**config.mk**
```make
export PLATFORM = sky130hd
export DESIGN_NAME = ceat_pipe_ctrl
export DESIGN_NICKNAME = d
export VERILOG_FILES = /design/src/hdl/ceat_pkg.sv /design/src/hdl/ceat_pipe_ctrl.sv
export SDC_FILE = /design/constraint.sdc
export NUM_CORES = 1
export LEC_CHECK = 0
export ABC_AREA = 1
export CORE_AREA = 2 2 39 41
export DETAILED_ROUTE_END_ITERATION = 8
export DIE_AREA = 0 0 41 43
export DONT_BUFFER_PORTS = 1
export GPL_TIMING_DRIVEN = 0
export PLACE_DENSITY = 0.6
export RECOVER_POWER = 50
export SLEW_MARGIN = 20
export SYNTH_ARGS = -nofsm -noshare
export SYNTH_HDL_FRONTEND = slang
export SYNTH_SLANG_ARGS = --single-unit
```
**constraint.sdc**
```tcl
create_clock -name clk -period 1.3 [get_ports clk]
set_clock_uncertainty 0.05 [all_clocks]
set_input_delay 0.195 -clock clk [delete_from_list [all_inputs] [get_ports clk]]
set_output_delay 0.195 -clock clk [all_outputs]
set_load 0.05 [all_outputs]
```
**src/hdl/ceat_pkg.sv**
```systemverilog
package ceat_pkg;

  localparam int LEN_W    = 20;
  localparam int TIER_W   = 3;
  localparam int DEP_W    = 36;
  localparam int ARR_W    = 37;
  localparam int TT_W     = 26;
  localparam int CFG_W    = 16;
  localparam int DAY_W    = 21;
  localparam int HOUR_W   = 5;
  localparam int RIH_W    = 16;
  localparam int MULT_W   = 12;
  localparam int M20_W    = 22;
  localparam int LXI_W    = LEN_W + CFG_W;

  localparam int NUM_TIERS_DEF = 5;

  localparam int DS_STAGES   = 3;
  localparam int TR_STAGES   = 8;
  localparam int PIPE_STAGES = DS_STAGES + TR_STAGES + 1;

  localparam logic [DAY_W-1:0] DAY_TICKS  = 21'd1382400;
  localparam logic [15:0]      HOUR_TICKS = 16'd57600;
  localparam logic [HOUR_W-1:0] LAST_HOUR = 5'd23;

  // day = 2^11 * 675, hour = 2^8 * 225, m20 = (8*mnum + 225) / 450
  localparam logic [9:0]  DAY_ODD     = 10'd675;
  localparam logic [24:0] DAY_RECIP   = 25'd25451658;
  localparam int          DAY_SHIFT   = 34;
  localparam logic [7:0]  HOUR_ODD    = 8'd225;
  localparam logic [12:0] HOUR_RECIP  = 13'd4660;
  localparam int          HOUR_SHIFT  = 20;
  localparam logic [8:0]  M20_DIV     = 9'd450;
  localparam logic [31:0] M20_RECIP   = 32'd2443359172;
  localparam int          M20_SHIFT   = 40;
  localparam logic [7:0]  M20_BIAS    = 8'd225;

  localparam logic [CFG_W-1:0] INV_SPEED_RST = 16'd5904;
  localparam logic [CFG_W-1:0] FIFO_STEP_RST = 16'd960;

  localparam int  PADDR_W       = 3;
  localparam int  PDATA_W       = 32;
  localparam logic REG_INV_SPEED = 1'b0;
  localparam logic REG_FIFO_STEP = 1'b1;

  localparam int ONE_Q10 = 1024;

  localparam logic [MULT_W-1:0] ART_Q10 [24] = '{
    12'd1024, 12'd1024, 12'd1024, 12'd1024, 12'd1044, 12'd1126,
    12'd1382, 12'd1843, 12'd2406, 12'd2611, 12'd2099, 12'd1741,
    12'd1587, 12'd1587, 12'd1536, 12'd1638, 12'd1894, 12'd2355,
    12'd2662, 12'd2458, 12'd1946, 12'd1536, 12'd1280, 12'd1106
  };

endpackage

```
**src/hdl/ceat_pipe_ctrl.sv**
```systemverilog
module ceat_pipe_ctrl (
  input  logic                             clk,
  input  logic                             rst_n,
  input  logic                             in_valid,
  input  logic                             out_ready,
  output logic                             in_ready,
  output logic                             out_valid,
  output logic [ceat_pkg::PIPE_STAGES-1:0] en
);
  import ceat_pkg::*;

  logic [PIPE_STAGES-1:0] v_r;
  logic [PIPE_STAGES-1:0] v_nxt;

  assign en[PIPE_STAGES-1] = !v_r[PIPE_STAGES-1] || out_ready;

  for (genvar k = 0; k < PIPE_STAGES - 1; k++) begin : g_en
    assign en[k] = !v_r[k] || en[k+1];
  end

  assign v_nxt[0] = en[0] ? in_valid : v_r[0];
  for (genvar k = 1; k < PIPE_STAGES; k++) begin : g_v
    assign v_nxt[k] = en[k] ? v_r[k-1] : v_r[k];
  end

  always_ff @(posedge clk) begin
    if (!rst_n) begin
      v_r <= '0;
    end else begin
      v_r <= v_nxt;
    end
  end

  assign in_ready  = en[0];
  assign out_valid = v_r[PIPE_STAGES-1];

endmodule

```
==> reports/results.ini, run 1 <==
[clock_tree]
clk_latency_ns = 0.27
cts_num_sinks = 12
cts_tree = built
cts.htree.levels = 1
cts_resized = 0
cts_buffer_depth = 2
cts_buffers = 3
clkTransAtPathRegs_ns = 0.08
cts_root_buffer = clkbuf_4

[logic_synthesis]
synth_edf_count = 0
ys_warn_count = 0
yosys.cell_count.top_type = inv_1
syn_inst = 55
syn-num-nets = 59
synth_top_area_share_pct = 48.4
yosys-top-cells-area = dfxtp_1 (48%), inv_1 (12%), a21oi_1 (9.1%)
synth-seq-cells = 12
synth-seq-area-share_pct = 48.4
syn_area_per_cell_um2 = 9.03
synthFlopType = dfxtp_1
synth.largest_area_cell = dfxtp_1
synth_common_cells = inv_1 (16), dfxtp_1 (12), a21oi_1 (9)
synth_cell_types = 15
mappedNetlistArea_um2 = 497
async_flop_share_pct = 0

[flow_run]
drv_cap = 0

[sta]
max_slew_margin_pct = 62.4
finalHoldViolCount = 0
tns_ns = -14.43
post-route-period-util_pct = 194
period_minus_slack_ns = 2.53
fmaxAchievable_mhz = 396
grt_setup_unrepaired = true
worstMarginPinSlew_ns = 0.563
setup_viol = 22
drv_slew = 0
fin_ws_ns = -1.23

[floorplan]
io_pins = 18
coreArea_um2 = 1380
die_h_um = 43
die-area_um2 = 1760
initial_core_util_pct = 35.9
die_w_um = 41
placementRows = 14

[final_layout]
register_area_um2 = 244
postLayoutCoreUtil_pct = 42.6
n_fill_cell = 145
reg_top3 = v_r: 12 flops
largest_reg_flops = 12
area_delta_synth_final_pct = 18.6
regMostFlops = v_r
fin_nets = 67
drive_gt1_share_pct = 24.2
multi_input_area_um2 = 196
antennaDiodeCount = 0

[pwr]
internal-power_uw = 497
leakage_uw = 0.000236
combPwrFrac_pct = 3.1
p_sw_uw = 144
clockPowerShare_pct = 38.2
swShare_pct = 22.4
p_seq_share_pct = 58.6
vdd_ir_drop_max_uv = 441
power_density_nw_per_um2 = 1090

[setup_path]
worst_path_most_repeated_cell = nand4_4
rrSetupSlack_ns = -1.00
required_ns = 1.05
cp_cell_sequence = nand4_4, nor3_4, nand4_4, nor2_4, nand4_4, buf_6
critical_path.max_stage_delay_ns = 0.46
critPathArrivalTime_ns = 2.28
critPathSlowestCell = dfxtp_4
crit_path_end_kind = output pin
cp_max_fo = 4
critPathKind = reg -> out
start_kind = register

[route]
via_per_inst = 4.67
wl_per_cell_um = 10.4
drt_wl_total_um = 812
vias = 364
drtIter0Drc = 2
drc = 0
detail-route-antenna-nets = 0
drt_first_pass_iters = 3

[run_status]
outcome = complete, but fails checks
violations = negative setup slack

[place]
place_hpwl_um = 613
pre_cts_ws_ns = -1.04
portBuffers = 0
place.gp.congestion = 0.687

[grt]
grt_pass1_vias = 313
grt_max_degree = 11
grt_pass1_wl_um = 1280
antenna_found_initial = 0
grt_util_all_layers_pct = 11.5
overflow = 0

[min_path]
hp-class = in -> reg

[power groups by stage]
stage	Sequential, uW	Clock [uW]	Combinational, uW
global route	376	271	22.5
global placement	384	0	14.8
finish	376	245	20.2
CTS	376	258	20.8
floorplan	384	0	12.5
detailed placement	384	0	15.1
[per-layer routing]
metal	up-vias	global-route usage (%)	part of all wire (%)
li1	187	-	-
met1	156	12.8	44
met2	16	15.3	43
met3	5	4.19	7.8
met4	0	12.0	4.3
met5	-	0	0
[kinds of logic after synthesis]
| family | Yosys count | synth area share [%] |
|---|---|---|
| AND/OR/NAND/NOR | 14 | 24.9 |
| flip-flops | 12 | 48.4 |
| AO/OA/AOI/OAI | 11 | 12.3 |
| buffers and inverters | 18 | 14.4 |
[worst max-delay path: cells and delay by family, from the launching register on]
family | cells | cell delay (ns)
buf+inv | 1 | 0.26
flops | 1 | 0.46
simple gates | 5 | 1.29
[repair_timing]
item / in CTS / in global routing
hold buffers: 2 / 0
pin swaps: 4 / 3
setup buffers: 1 / 0
setup endpoints to repair: 22 / 23
hold endpoints to repair: 3 / 0
[worst paths after layout]
check | startpoint | cells past startpoint | to
max reg2reg | v_r[11] | 7 | v_r[2]
max | v_r[11] | 6 | en[0]
min | out_ready | 3 | v_r[9]
min reg2reg | v_r[9] | 2 | v_r[10]
[area by class of cell]
cell class | count | share of cell area, %
flip-flops and latches | 12 | 41.4
multi-input cells | 25 | 33.3
inverters | 16 | 10.2
repair buffers | 3 | 4.67
clock buffers | 4 | 4.46
well taps | 16 | 3.40
plain buffers | 2 | 2.55
[per-stage QoR]
step	total power [uW]	std cells	hold slack, ns	instance area [um2]
after global placement	399	71	0.268	536
final	641	78	0.289	589
after CTS	654	78	0.252	589
after floorplan	396	55	0.263	515
after detailed placement	400	71	0.267	536
after global routing	669	78	0.312	589
[cells in the final DEF (no fill, tap or decap)]
cell / count
nand4_4: 3
inv_2: 1
clkbuf_4: 3
buf_6: 1
dfxtp_1: 11
nand3_1: 1
nor2_1: 4
clkbuf_1: 2
nand3_2: 1
buf_4: 1
a21oi_2: 1
inv_1: 15
nand2_1: 2
nor2_4: 1
dlygate4sd3_1: 2
o21a_1: 1
a21oi_1: 9
nand2_2: 1
dfxtp_4: 1
nor3_4: 1
Power figures use the tool's default switching activity.
==> inputs of run 2 (changes only) <==
Settings changed: PLACE_DENSITY 0.6 to 0.56, REMOVE_ABC_BUFFERS from default to 1.
Clock period 1.3 ns to 3.1 ns, I/O delays scaled along.
==> reports/results.ini, run 2 (same netlist as run 1, synthesis figures left out) <==
[setup_path]
crit_path_end_kind = output pin
rrSetupSlack_ns = 0.71  ; +1.71 ns
critPathArrivalTime_ns = 2.32  ; +0.04 ns
worst-r2r-cell-count = 6  ; -1
worst_path_most_repeated_cell = nand4_4
cp_max_fo = 5  ; +1
critical_path.max_stage_delay_ns = 0.53  ; +0.07 ns
path_buf_inv = 0  ; -1
r2r_start = v_r[11]
cp_cell_sequence = nand4_4, nor3_4, nand4_4, nor2_4, nand4_4
required_ns = 2.58  ; +1.53 ns
critPathSlowestCell = dfxtp_2
r2r_end = v_r[0]
start_kind = register
critPathKind = reg -> out
crit_family = simple AND/OR/NAND/NOR gates

[sta]
period_minus_slack_ns = 2.83
tns_ns = 0  ; +14.43 ns
worstMarginPinSlew_ns = 0.569  ; +0.00643 ns
grt_setup_unrepaired = false
drv_slew = 0  ; unchanged
fin_ws_ns = 0.270  ; +1.50 ns
setup_viol = 0  ; -100%
fmaxAchievable_mhz = 353
finalHoldViolCount = 0  ; unchanged
post-route-period-util_pct = 91.3
max_slew_margin_pct = 61.9  ; -0.43 points

[route]
wl_per_cell_um = 9.94  ; -4.5%
drtIter0Drc = 0  ; -2
drt_first_pass_iters = 1  ; -2
drc = 0  ; unchanged
drt_wl_total_um = 716  ; -12%
detail-route-antenna-nets = 0  ; unchanged
vias = 332  ; -8.8%
via_per_inst = 4.61  ; -1.2%

[clock_tree]
cts_tree = built
holdBufCountCts = 0  ; -2
cts.htree.levels = 1  ; unchanged
cts_root_buffer = clkbuf_4
clk_latency_ns = 0.26  ; about the same
clkTransAtPathRegs_ns = 0.07  ; about the same
cts_buffers = 3  ; unchanged
cts_buffer_depth = 2  ; unchanged
cts_num_sinks = 12  ; unchanged

[min_path]
min_to = v_r[6]
hp-class = in -> reg
min_from = rst_n
hold_depth = 1  ; -2

[final_layout]
largest_reg_flops = 12  ; unchanged
fin_area_um2 = 538  ; -8.7%
drive_gt1_share_pct = 19.6  ; -4.6 points
reg_top3 = v_r: 12 flops
regMostFlops = v_r
final_common_cell = inv_1
register_area_um2 = 241  ; -1.0%
instances_no_fill = 72  ; -7.7%
antennaDiodeCount = 0  ; unchanged
multi_input_area_um2 = 194  ; -1.3%
fin_nets = 62  ; -7.5%
n_fill_cell = 139  ; -4.1%
area_delta_synth_final_pct = 8.31
layout_common_cells = inv_1 (16), dfxtp_1 (11), a21oi_1 (9)

[grt]
antenna_found_initial = 0  ; unchanged
grt_pass1_vias = 299  ; -4.5%
overflow = 0  ; unchanged
grt_pass1_wl_um = 1140  ; -11%
grt_util_all_layers_pct = 10.4  ; -1.1 points
grt_max_degree = 12  ; +1

[floorplan]
initial_core_util_pct = 35.9  ; unchanged
die-area_um2 = 1760  ; unchanged
placementRows = 14  ; unchanged
io_pins = 18  ; unchanged
die_h_um = 43  ; unchanged
coreArea_um2 = 1380  ; unchanged
die_w_um = 41  ; unchanged

[place]
place_area_um2 = 505  ; -5.6%
dp_cells = 69  ; -2.8%
pre_cts_ws_ns = 0.0460  ; +1.08 ns
place.gp.congestion = 0.597  ; -13%
place_hpwl_um = 557  ; -9.1%
portBuffers = 0  ; unchanged

[pwr]
total_power_uw = 254  ; -60%
power_density_nw_per_um2 = 473  ; -57%
leakage_uw = 0.000212  ; -10%
vdd_ir_drop_max_uv = 194  ; -56%

[flow_run]
drv_cap = 0  ; unchanged

[run_status]
outcome = completed

-- run 2: changes by cell type in the layout (fill, tap and decap cells not counted) --
cell	before	now
buf_6	1	0
clkbuf_1	2	0
nand2_2	1	0
dfxtp_2	0	1
nand2_1	2	3
dfxtp_4	1	0
inv_1	15	16
buf_4	1	0
dlygate4sd3_1	2	0
inv_2	1	0
-- run 2: power breakdown --
group | switching [uW] | total [uW] | internal (uW) | leakage (uW)
combinational | 4.23 | 5.85 | 1.62 | 0.000101
sequential | 2.30 | 158 | 156 | 0.0000977
clock | 45.1 | 89.9 | 44.8 | 0.0000138
-- run 2: worst max path at each step --
stage | from | to | slack (ns) | cells after the start
global placement | v_r[11] | en[0] | 0.06 | 5
CTS | v_r[11] | in_ready | 0.22 | 5
global route | v_r[11] | en[0] | 0.12 | 5
detailed placement | v_r[11] | in_ready | 0.05 | 5
finish | v_r[11] | en[0] | 0.27 | 5
floorplan | v_r[11] | en[0] | 0.17 | 5
-- run 2: repair_timing --
action / in CTS / in global routing
gates resized for setup: 2 / 0
setup buffers: 0 / 0
setup endpoints to repair: 2 / 0
hold endpoints to repair: 0 / 0
-- run 2: metal layers --
metal / track usage (%) / share of wire [%] / up-vias
met1: 10.5 / 46 / 140
met2: 13.8 / 44 / 13
met5: 0 / 0 / -
li1: - / - / 177
met4: 8.00 / 2.2 / 0
met3: 7.85 / 8.2 / 2
-- run 2: through the flow --
step,hold slack (ns),utilization (%)
finish,0.268,38.9
CTS,0.257,38.9
global route,0.259,38.9
detailed placement,0.413,36.5
floorplan,0.392,-
global placement,0.408,36.5
-- run 2: layout make-up --
| class | instances | share of cell area [%] |
|---|---|---|
| flip-flops and latches | 12 | 44.9 |
| clock buffers | 3 | 4.19 |
| well taps | 16 | 3.72 |
| multi-input cells | 25 | 36.0 |
| inverters | 16 | 11.2 |
