`config.mk`:
```
export PLATFORM = sky130hd
export DESIGN_NAME = ceat_day_split
export DESIGN_NICKNAME = d
export VERILOG_FILES = /design/src/hdl/ceat_pkg.sv /design/src/hdl/ceat_day_split.sv
export SDC_FILE = /design/constraint.sdc
export NUM_CORES = 1
export LEC_CHECK = 0
export ABC_AREA = 1
export BUFFER_PORTS_ARGS = -buffer_cell sky130_fd_sc_hd__buf_2
export CORE_ASPECT_RATIO = 1.25
export CORE_MARGIN = 2
export CORE_UTILIZATION = 45
export CTS_BUF_LIST = sky130_fd_sc_hd__clkbuf_4 sky130_fd_sc_hd__clkbuf_8
export DETAILED_ROUTE_END_ITERATION = 10
export HOLD_SLACK_MARGIN = 0.15
export SETUP_SLACK_MARGIN = 0.02
export SLEW_MARGIN = 30
export SYNTH_ARGS = -nofsm -noshare
export SYNTH_HDL_FRONTEND = slang
export SYNTH_SLANG_ARGS = --single-unit
```
`constraint.sdc`:
```
create_clock -name clk -period 6.8 [get_ports clk]
set_input_delay 1.36 -clock clk [delete_from_list [all_inputs] [get_ports clk]]
set_output_delay 1.36 -clock clk [all_outputs]
set_load 0.03 [all_outputs]
```
`src/hdl/ceat_pkg.sv`:
```
package ceat_pkg;

  localparam int LEN_W    = 20;
  localparam int TIER_W   = 3;
  localparam int DEP_W    = 36;
  localparam int ARR_W    = 37;
  localparam int TT_W     = 26;
  localparam int CFG_W    = 16;
  localparam int DAY_W    = 21;
  localparam int HOUR_W   = 5;
  localparam int RIH_W    = 16;
  localparam int MULT_W   = 12;
  localparam int M20_W    = 22;
  localparam int LXI_W    = LEN_W + CFG_W;

  localparam int NUM_TIERS_DEF = 5;

  localparam int DS_STAGES   = 3;
  localparam int TR_STAGES   = 8;
  localparam int PIPE_STAGES = DS_STAGES + TR_STAGES + 1;

  localparam logic [DAY_W-1:0] DAY_TICKS  = 21'd1382400;
  localparam logic [15:0]      HOUR_TICKS = 16'd57600;
  localparam logic [HOUR_W-1:0] LAST_HOUR = 5'd23;

  // day = 2^11 * 675, hour = 2^8 * 225, m20 = (8*mnum + 225) / 450
  localparam logic [9:0]  DAY_ODD     = 10'd675;
  localparam logic [24:0] DAY_RECIP   = 25'd25451658;
  localparam int          DAY_SHIFT   = 34;
  localparam logic [7:0]  HOUR_ODD    = 8'd225;
  localparam logic [12:0] HOUR_RECIP  = 13'd4660;
  localparam int          HOUR_SHIFT  = 20;
  localparam logic [8:0]  M20_DIV     = 9'd450;
  localparam logic [31:0] M20_RECIP   = 32'd2443359172;
  localparam int          M20_SHIFT   = 40;
  localparam logic [7:0]  M20_BIAS    = 8'd225;

  localparam logic [CFG_W-1:0] INV_SPEED_RST = 16'd5904;
  localparam logic [CFG_W-1:0] FIFO_STEP_RST = 16'd960;

  localparam int  PADDR_W       = 3;
  localparam int  PDATA_W       = 32;
  localparam logic REG_INV_SPEED = 1'b0;
  localparam logic REG_FIFO_STEP = 1'b1;

  localparam int ONE_Q10 = 1024;

  localparam logic [MULT_W-1:0] ART_Q10 [24] = '{
    12'd1024, 12'd1024, 12'd1024, 12'd1024, 12'd1044, 12'd1126,
    12'd1382, 12'd1843, 12'd2406, 12'd2611, 12'd2099, 12'd1741,
    12'd1587, 12'd1587, 12'd1536, 12'd1638, 12'd1894, 12'd2355,
    12'd2662, 12'd2458, 12'd1946, 12'd1536, 12'd1280, 12'd1106
  };

endpackage

```
`src/hdl/ceat_day_split.sv`:
```
module ceat_day_split (
  input  logic                           clk,
  input  logic [ceat_pkg::DS_STAGES-1:0] en,
  input  logic [ceat_pkg::DEP_W-1:0]     dep,
  input  logic [ceat_pkg::CFG_W-1:0]     fifo_step,
  output logic [ceat_pkg::DAY_W-1:0]     day_now,
  output logic [ceat_pkg::DAY_W-1:0]     day_early,
  output logic [ceat_pkg::DEP_W-1:0]     dep_out
);
  import ceat_pkg::*;

  localparam int HI_W = DEP_W - 11;

  logic [HI_W+DAY_SHIFT-10:0] dprod;
  logic [15:0]                dq_r;
  logic [DEP_W-1:0]           dep1_r, dep2_r, dep3_r;
  logic [HI_W:0]              dsub;
  logic [10:0]                drem;
  logic [9:0]                 drem_c;
  logic [DAY_W-1:0]           dnow2_r, dnow3_r, dearly_r;
  logic [DAY_W-1:0]           dstep;

  assign dprod = 50'(dep[DEP_W-1:11]) * 50'(DAY_RECIP);

  always_ff @(posedge clk) begin
    if (en[0]) begin
      dq_r   <= dprod[DAY_SHIFT+15:DAY_SHIFT];
      dep1_r <= dep;
    end
  end

  assign dsub   = {1'b0, dep1_r[DEP_W-1:11]} - (26'(dq_r) * 26'(DAY_ODD));
  assign drem   = dsub[10:0];
  assign drem_c = (drem >= 11'(DAY_ODD)) ? 10'(drem - 11'(DAY_ODD)) : drem[9:0];

  always_ff @(posedge clk) begin
    if (en[1]) begin
      dnow2_r <= {drem_c, dep1_r[10:0]};
      dep2_r  <= dep1_r;
    end
  end

  assign dstep = DAY_W'(fifo_step);

  always_ff @(posedge clk) begin
    if (en[2]) begin
      dnow3_r  <= dnow2_r;
      dearly_r <= (dnow2_r >= dstep) ? dnow2_r - dstep : dnow2_r + (DAY_TICKS - dstep);
      dep3_r   <= dep2_r;
    end
  end

  assign day_now   = dnow3_r;
  assign day_early = dearly_r;
  assign dep_out   = dep3_r;

endmodule

```
==> results of run 1 <==
state kept, by name, summed over array words and instances (netlist names):
register   flops
day_now       10
dep1_r        36
dep2_r        36
dep_out       36
day_early     21
dnow2_r       10
dq_r          11
per-stage QoR:
step	cell area [µm²]	instances	utilization, %	hold slack [ns]	worst slack (ns)
2_1_floorplan	18500	1945	-	0.400	0.729
3_3_place_gp	19900	2641	48.8	0.402	0.0828
3_5_place_dp	19900	2641	48.8	0.405	0.0409
4_1_cts	20300	2673	49.7	0.425	0.612
5_1_grt	20300	2673	49.7	0.429	0.285
6_report	20300	2673	49.7	0.420	0.578
cell families after synthesis:
| kind of cell | count (synthesis) | synth area share [%] |
|---|---|---|
| compound gates | 174 | 5.26 |
| xor+xnor | 60 | 2.98 |
| fa+ha+maj | 524 | 42.9 |
| buf+inv | 511 | 10.6 |
| flops | 160 | 26.0 |
| simple gates | 516 | 12.2 |
layer usage:
| metal | vias up | track usage (%) | share of wire (%) |
|---|---|---|---|
| met2 | 251 | 42.5 | 54 |
| li1 | 6511 | - | - |
| met5 | - | 0 | 0 |
| met1 | 6334 | 25.3 | 40 |
| met3 | 75 | 2.54 | 2.8 |
| met4 | 0 | 7.74 | 3.1 |
layout make-up:
type                       instances  area share [%]
multi-input combinational       1274            57.8
sequential                       160            23.7
inverter                         497            9.20
timing repair buffer             158            4.21
tap                              552            3.40
clock buffer                      17            1.15
clock inverter                    15           0.604
how the worst max path moves through the flow:
stage | start | endpoint | slack [ns] | cells past startpoint
CTS | dep[14] | dq_r[9]$_DFFE_PP_ | 0.61 | 20
detailed placement | dep[14] | dq_r[9]$_DFFE_PP_ | 0.04 | 20
finish | dep[14] | dq_r[5]$_DFFE_PP_ | 0.58 | 19
global route | dep[14] | dq_r[9]$_DFFE_PP_ | 0.29 | 20
global placement | dep[14] | dq_r[9]$_DFFE_PP_ | 0.08 | 20
floorplan | dep[23] | dq_r[4]$_DFFE_PP_ | 0.73 | 22
placed cells by master, fill, tap and decap left out, types with 2 or more instances in the layout:
master | netlist | layout
xnor2_1 | 16 | 16
inv_2 | 4 | 4
nand3b_1 | 5 | 5
a21oi_1 | 67 | 67
nor3_1 | 16 | 16
clkbuf_8 | 0 | 17
nand4_1 | 19 | 19
nand3_4 | 2 | 2
nor2_1 | 107 | 107
o211ai_1 | 3 | 3
inv_8 | 0 | 2
nand2_1 | 275 | 275
a21o_1 | 6 | 6
inv_6 | 0 | 7
or2_2 | 3 | 3
xor2_1 | 42 | 42
nor4_1 | 6 | 6
edfxtp_1 | 160 | 160
nand2_4 | 3 | 3
ha_1 | 340 | 340
o21a_1 | 7 | 7
o21ai_1 | 13 | 13
nand2_8 | 2 | 2
o21bai_1 | 12 | 12
buf_4 | 12 | 25
a21boi_0 | 4 | 4
a31oi_1 | 9 | 9
clkinv_4 | 0 | 2
nand2_2 | 9 | 9
o21ai_0 | 51 | 51
fa_1 | 184 | 184
and3_1 | 2 | 2
nand3_1 | 64 | 64
inv_1 | 492 | 492
buf_2 | 2 | 133
clkinv_2 | 1 | 3
==> qor.csv, run 1 <==
metric;value;unit
netlist_area;18500;µm²
dpl.hpwl;38900;µm
buffer_ports.inserted;133;
cts_root_buf;clkbuf_8;
cts_setup_buffers;0;
grt_max_degree;68;
drive_gt1_share;10.3;%
grt_pass1_vias;14100;
synth.most_common_cell;inv_1;
grt_overflow;0;
r2r_start;dq_r[2]$_DFFE_PP_;
wirelength;45500;µm
path_common_cell;fa_1;
async_flop_share;0;%
clk_pin_slew;0.09;ns
min_path_type;register to register;
holdBufCountCts;0;
cp_top_family;adder cells;
die_h;231;µm
crit_path_end_kind;register;
synth.distinct_cells;39;
cts_num_sinks;160;
setup_viol;0;
synth_edf_count;160;
grt.total_usage;22.3;%
critPathMaxFanout;11;
cts_made_buffers;17;
hold_end;dep2_r[5]$_DFFE_PP_;
crit_buf_inv;5;
tightest_slew;0.927;ns
period_needed;6.22;ns
r2r_cells;16;
cts_tree;yes;
slowest_delay;0.54;ns
max_cap_violations;0;
drtIter0Drc;579;
yosysWarnings;0;
critPathArrivalTime;6.47;ns
startpoint_type;input port;
hold_depth;0;
num_antenna_cells;0;
worst_hold_startpoint;dep1_r[5]$_DFFE_PP_;
path_class;input port to register;
crit_chain;buf_2 > ha_1 > ha_1 > inv_1 > fa_1 > inv_1 > fa_1 > fa_1 > fa_1 > inv_1 > fa_1 > inv_1 > ha_1 > a21oi_1 > o21a_1 > o21ai_0 > a21oi_1 > nand3_1 > xor2_1;
rsz0062_at_grt;no;
tns;0;ns
start_util;45.3;%
grt_pass1_wl;72400;µm
vias;13200;
antenna_found_initial;0;
drc_errors;0;
clock-skew-final;0.0286;ns
fillers;3810;
synth_area_leaders;edfxtp_1 26%, ha_1 23%, fa_1 20%;
status;complete, no violations;
yosys.area.top_type_share;26.0;%
cts_resized;0;
syn_avg_cell_area;9.51;µm²
maxSlewViolCount;0;
register_area;4800;µm²
clock_path_buffers;2;
reg2reg_to;dnow2_r[18]$_DFFE_PP_;
place_congestion;0.940;
finalCritPeriodShare;91.5;%
pin_count;134;
cp_slowest_cell;fa_1;
row_count;83;
dieArea;42700;µm²
h-tree-depth;4;
synthCells;1945;
ys_seq_elements;160;
syn_nets;2525;
post_drt_wl_per_cell;17.0;µm
via_per_inst;4.93;
relSlewSlack;38.2;%
yosysSeqAreaShare;26.0;%
max_freq;161;MHz
core;40800;µm²
finish.net_count;2688;
drt_first_pass_iters;7;
area_growth;9.74;%
antenna_left;0;
die_x;185;µm
multi_input_area;11700;µm²
critPathRequiredTime;7.05;ns
r2r_slack;2.40;ns
ys.flop_type;edfxtp_1;
synth_common_cells;492 x inv_1, 340 x ha_1, 275 x nand2_1;
clock_latency;0.51;ns
finalHoldViolCount;0;
synth_top_area_cell;edfxtp_1;
Power of run 1 is left out: the tool's default activity adds up to more than one toggle a clock period on the data nets, which glitch-free logic cannot reach.
==> run 2, diff against run 1 <==
--- a/config.mk
+++ b/config.mk
@@ -5,7 +5,6 @@
 export SDC_FILE = /design/constraint.sdc
 export NUM_CORES = 1
 export LEC_CHECK = 0
-export ABC_AREA = 1
 export BUFFER_PORTS_ARGS = -buffer_cell sky130_fd_sc_hd__buf_2
 export CORE_ASPECT_RATIO = 1.25
 export CORE_MARGIN = 2
==> run 2 against run 1 <==
Net effect: global-route usage decreased by 3.1 points; register-to-register slack got worse by 0.12 ns; non-clock buffer count increased by 70; critical path depth increased by 4; synthesized area decreased by 8.0%; utilization increased by 2.3 points; count of clock-buffer cells in the layout unchanged; sequential share of layout area increased by 1.1 points; wire length decreased by 23%; setup slack got worse by 0.30 ns; flip-flop and latch count unchanged; worst hold slack improved by 0.0078 ns.
==> qor.csv, run 2 <==
metric;value;unit
syn_nets;2076;
path_class;input port to register;
synth_edf_count;160;
cts_num_sinks;160;
rsz0062_at_grt;no;
grt_pass1_vias;12000;
synthCells;1496;
max_freq;153;MHz
critPathArrivalTime;6.77;ns
core;37300;µm²
buffer_ports.inserted;133;
critPathRequiredTime;7.05;ns
synthSimpleGateAreaFrac;4.55;%
stdcell_count;2229;
antenna_left;0;
tightest_slew;0.865;ns
path_common_cell;fa_1;
clock-skew-final;0.0178;ns
grt_pass1_wl;58700;µm
startpoint_type;input port;
ys_seq_elements;160;
synth_top_family_by_area;adder cells;
cts_tree;yes;
area_growth;14.0;%
status;complete, no violations;
layout_common_cells;395 x inv_1, 339 x ha_1, 184 x fa_1;
dieArea;39400;µm²
cp_top_family;adder cells;
syn_avg_cell_area;11.4;µm²
clock_path_buffers;2;
yosysSeqAreaShare;28.2;%
clk_pin_slew;0.10;ns
finalCritPeriodShare;95.9;%
drtIter0Drc;457;
relSlewSlack;42.3;%
antenna_found_initial;1;
drt_first_pass_iters;4;
row_count;79;
multi_input_area;10700;µm²
cts_root_buf;clkbuf_8;
crit_chain;buf_2 > buf_4 > fa_1 > ha_1 > inv_1 > fa_1 > fa_1 > inv_1 > fa_1 > fa_1 > inv_1 > fa_1 > inv_1 > ha_1 > and3_1 > and3_1 > o2111ai_2 > a21oi_2 > o311ai_2 > o21ai_2 > buf_4 > a21oi_1 > xnor2_1;
max_cap_violations;0;
h-tree-depth;4;
synth-xor-area-share;3.40;%
start_util;45.6;%
drive_gt1_share;16.6;%
grt_max_degree;68;
cts_made_buffers;17;
synth_common_cells;395 x inv_1, 340 x ha_1, 184 x fa_1;
fillers;3316;
setup_viol;0;
synth_top_area_cell;edfxtp_1;
yosys.area.top_type_share;28.2;%
netlist_area;17000;µm²
die_h;221;µm
dpl.hpwl;30400;µm
period_needed;6.52;ns
tns;0;ns
via_per_inst;4.96;
place_congestion;0.884;
maxSlewViolCount;0;
finalHoldViolCount;0;
critPathMaxFanout;4;
min_path_type;register to register;
ys.flop_type;edfxtp_1;
synth.distinct_cells;70;
vias;11100;
clock_latency;0.50;ns
cp_slowest_cell;fa_1;
wirelength;35100;µm
slowest_delay;0.55;ns
drc_errors;0;
synth.most_common_cell;inv_1;
crit_path_end_kind;register;
layout_commonest_cell;inv_1;
async_flop_share;0;%
crit_buf_inv;7;
grt.total_usage;19.2;%
yosysWarnings;0;
die_x;178;µm
grt_overflow;0;
pin_count;134;
finish.net_count;2309;
dp.cells;2196;
holdBufCountCts;0;
synth_area_leaders;edfxtp_1 28%, ha_1 25%, fa_1 22%;
synth_mux_area_share;0.206;%
synth-adder-area-share;46.7;%
synth_compound_area_share;7.66;%
register_area;4800;µm²
post_drt_wl_per_cell;15.7;µm
[run 2: cell types whose count changed after synthesis, moves of 12 or more]
cell     change
nand3_1     -51
nor2_1      -67
o21ai_0     -21
nand4_1     -12
xnor2_1     +35
inv_1       -97
xor2_1      -27
a21oi_1     -21
nand2_1    -240
[run 2: what timing repair did]
item | in CTS | in global routing
buffers inserted | 0 | 0
endpoints found under the setup margin | 0 | 8
resized for setup | 0 | 11
[run 2: per-layer routing]
metal | GRT usage, % | share of wire, % | vias to the layer above
li1 | - | - | 5404
met1 | 21.9 | 40 | 5377
met2 | 35.5 | 53 | 202
met3 | 2.49 | 2.7 | 69
met4 | 7.85 | 3.7 | 0
met5 | 0 | 0 | -
[run 2: kinds of logic (layout without fill, tap and decap cells)]
| logic type | count (synthesis) | count (layout) |
|---|---|---|
| adder cells (fa/ha/maj) | 524 | 524 |
| buffers and inverters | 409 | 655 |
| AO/OA/AOI/OAI | 182 | 182 |
| flip-flops | 160 | 160 |
| AND/OR/NAND/NOR | 152 | 152 |
| XOR/XNOR | 66 | 66 |
| multiplexers | 3 | 3 |
| other | 0 | 1 |
[run 2: worst paths after layout]
| path | slack [ns] | cells past startpoint | endpoint | startpoint |
|---|---|---|---|---|
| min | 0.43 | 0 | dep_out[20]$_DFFE_PP_ | dep2_r[20]$_DFFE_PP_ |
| min reg2reg | 0.43 | 0 | dep_out[20]$_DFFE_PP_ | dep2_r[20]$_DFFE_PP_ |
| max | 0.28 | 23 | dq_r[8]$_DFFE_PP_ | dep[20] |
| max reg2reg | 2.28 | 13 | dnow2_r[12]$_DFFE_PP_ | dq_r[2]$_DFFE_PP_ |
[run 2: layout make-up]
type                    instances  area share [%]
clock inverters                15           0.852
repair buffers                228            7.24
well taps                     486            3.14
flip-flops and latches        160            24.8
inverters                     395            7.65
clock buffers                  17            1.21
multi-input cells             927            55.1
diodes                          1          0.0129
[run 2: per-stage QoR]
| stage | instance area, µm² | setup WS [ns] | utilization, % | hold WS [ns] |
|---|---|---|---|---|
| 4_1_cts | 19300 | 0.0446 | 51.9 | 0.428 |
| 6_report | 19400 | 0.281 | 52.0 | 0.428 |
| 3_5_place_dp | 18900 | -0.526 | 50.8 | 0.405 |
| 5_1_grt | 19400 | 0.00892 | 52.0 | 0.433 |
| 2_1_floorplan | 17000 | 0.0597 | - | 0.400 |
| 3_3_place_gp | 18900 | -0.376 | 50.8 | 0.401 |
Power of run 2 is left out for the same reason.
==> run 3, diff against run 2 <==
--- a/config.mk
+++ b/config.mk
@@ -12,6 +12,7 @@
 export CTS_BUF_LIST = sky130_fd_sc_hd__clkbuf_4 sky130_fd_sc_hd__clkbuf_8
 export DETAILED_ROUTE_END_ITERATION = 10
 export HOLD_SLACK_MARGIN = 0.15
+export RECOVER_POWER = 25
 export SETUP_SLACK_MARGIN = 0.02
 export SLEW_MARGIN = 30
 export SYNTH_ARGS = -nofsm -noshare
==> run 3 against run 2 <==
Net effect: cell count unchanged; global-route usage unchanged; worst hold slack about the same; setup slack about the same; fmax about the same; first-iteration DRC count up 5.0%; via count down 0.33%; wire length down 0.19%; count of clock-buffer cells in the layout unchanged.
==> qor.csv, run 3 (same netlist as run 2, synthesis figures left out) <==
metric;value;unit
relSlewSlack;42.3;%
hold_depth;0;
grt_max_degree;68;
grt_pass1_wl;58700;µm
cts_tree;yes;
cp-startpoint;dep[20];
area_growth;13.8;%
critPathMaxFanout;4;
fillers;3322;
finalHoldViolCount;0;
die_x;178;µm
period_needed;6.52;ns
hold_ws;0.428;ns
rsz0062_at_grt;no;
grt.total_usage;19.2;%
post_drt_wl_per_cell;15.7;µm
grt_pass1_vias;12000;
core;37300;µm²
cts_setup_buffers;0;
layout_common_cells;395 x inv_1, 339 x ha_1, 184 x fa_1;
antenna_left;0;
wirelength;35000;µm
cts_num_sinks;160;
dpl.hpwl;30400;µm
row_count;79;
die_h;221;µm
worst_hold_startpoint;dep2_r[20]$_DFFE_PP_;
critPathRequiredTime;7.05;ns
startpoint_type;input port;
via_per_inst;4.94;
drive_gt1_share;16.1;%
setup_viol;0;
start_util;45.6;%
min_path_type;register to register;
grt_overflow;0;
max_freq;153;MHz
layout_commonest_cell;inv_1;
finalCritPeriodShare;95.9;%
critPathArrivalTime;6.77;ns
h-tree-depth;4;
buffer_ports.inserted;133;
r2r_cells;13;
finish.net_count;2309;
max_cap_violations;0;
drtIter0Drc;480;
maxSlewViolCount;0;
r2r_slack;2.28;ns
drt_first_pass_iters;6;
cts_made_buffers;17;
path_class;input port to register;
antenna_found_initial;1;
drc_errors;0;
tightest_slew;0.865;ns
place_congestion;0.884;
clk_pin_slew;0.10;ns
r2r_start;dq_r[2]$_DFFE_PP_;
vias;11000;
crit_path_end_kind;register;
clock_path_buffers;2;
clock-skew-final;0.0174;ns
dieArea;39400;µm²
cts_root_buf;clkbuf_8;
clock_latency;0.50;ns
pin_count;134;
status;complete, no violations;
[run 3: cell types whose count changed in the layout (fill, tap and decap cells not counted)]
cell,change
buf_2,-5
buf_4,-4
clkbuf_1,+9
[run 3: what timing repair did]
item,CTS,global route
hold buffers,0,0
setup endpoints to repair,0,8
gates resized for setup,0,11
[run 3: worst max-delay path: stages]
cell and delay (ns):
buf_2 0.13, buf_4 0.14, fa_1 0.42, ha_1 0.28, inv_1 0.05, fa_1 0.49, fa_1 0.51, inv_1 0.05
fa_1 0.46, fa_1 0.55, inv_1 0.06, fa_1 0.53, inv_1 0.04, ha_1 0.30, and3_1 0.19, and3_1 0.20
o2111ai_2 0.10, a21oi_2 0.06, o311ai_2 0.34, o21ai_2 0.12, buf_4 0.15, a21oi_1 0.16, xnor2_1 0.08
[run 3: layout make-up]
cell class                 count  area, µm²  share of cell area [%]
antenna                        1       2.50                  0.0129
clock buffer                  17        234                    1.21
clock inverter                15        165                   0.853
inverter                     395       1480                    7.66
multi-input combinational    927      10700                    55.2
sequential                   160       4800                    24.8
tap                          486        608                    3.14
timing repair buffer         228       1380                    7.14
[run 3: final timing paths]
kind | end
setup / recovery | dq_r[8]$_DFFE_PP_
hold / removal | dep_out[20]$_DFFE_PP_
setup reg to reg | dnow2_r[12]$_DFFE_PP_
hold reg to reg | dep_out[20]$_DFFE_PP_
[run 3: metrics by stage]
stage          utilization [%]  cells  TNS, ns  setup slack [ns]  area, µm²
2_1_floorplan                -   1496        0            0.0597      17000
3_3_place_gp              50.8   2196    -2.07            -0.376      18900
3_5_place_dp              50.8   2196    -2.91            -0.526      18900
4_1_cts                   51.9   2228        0            0.0446      19300
5_1_grt                   52.0   2229        0           0.00892      19400
6_report                  52.0   2229        0             0.281      19400
[run 3: layer usage]
| layer | global-route usage [%] | up-vias | wire [µm] |
|---|---|---|---|
| li1 | - | 5404 | - |
| met5 | 0 | - | 0 |
| met4 | 7.85 | 0 | 1220 |
| met1 | 21.9 | 5364 | 14000 |
| met2 | 35.5 | 186 | 18800 |
| met3 | 2.49 | 62 | 1000 |
Power of run 3 is left out for the same reason.
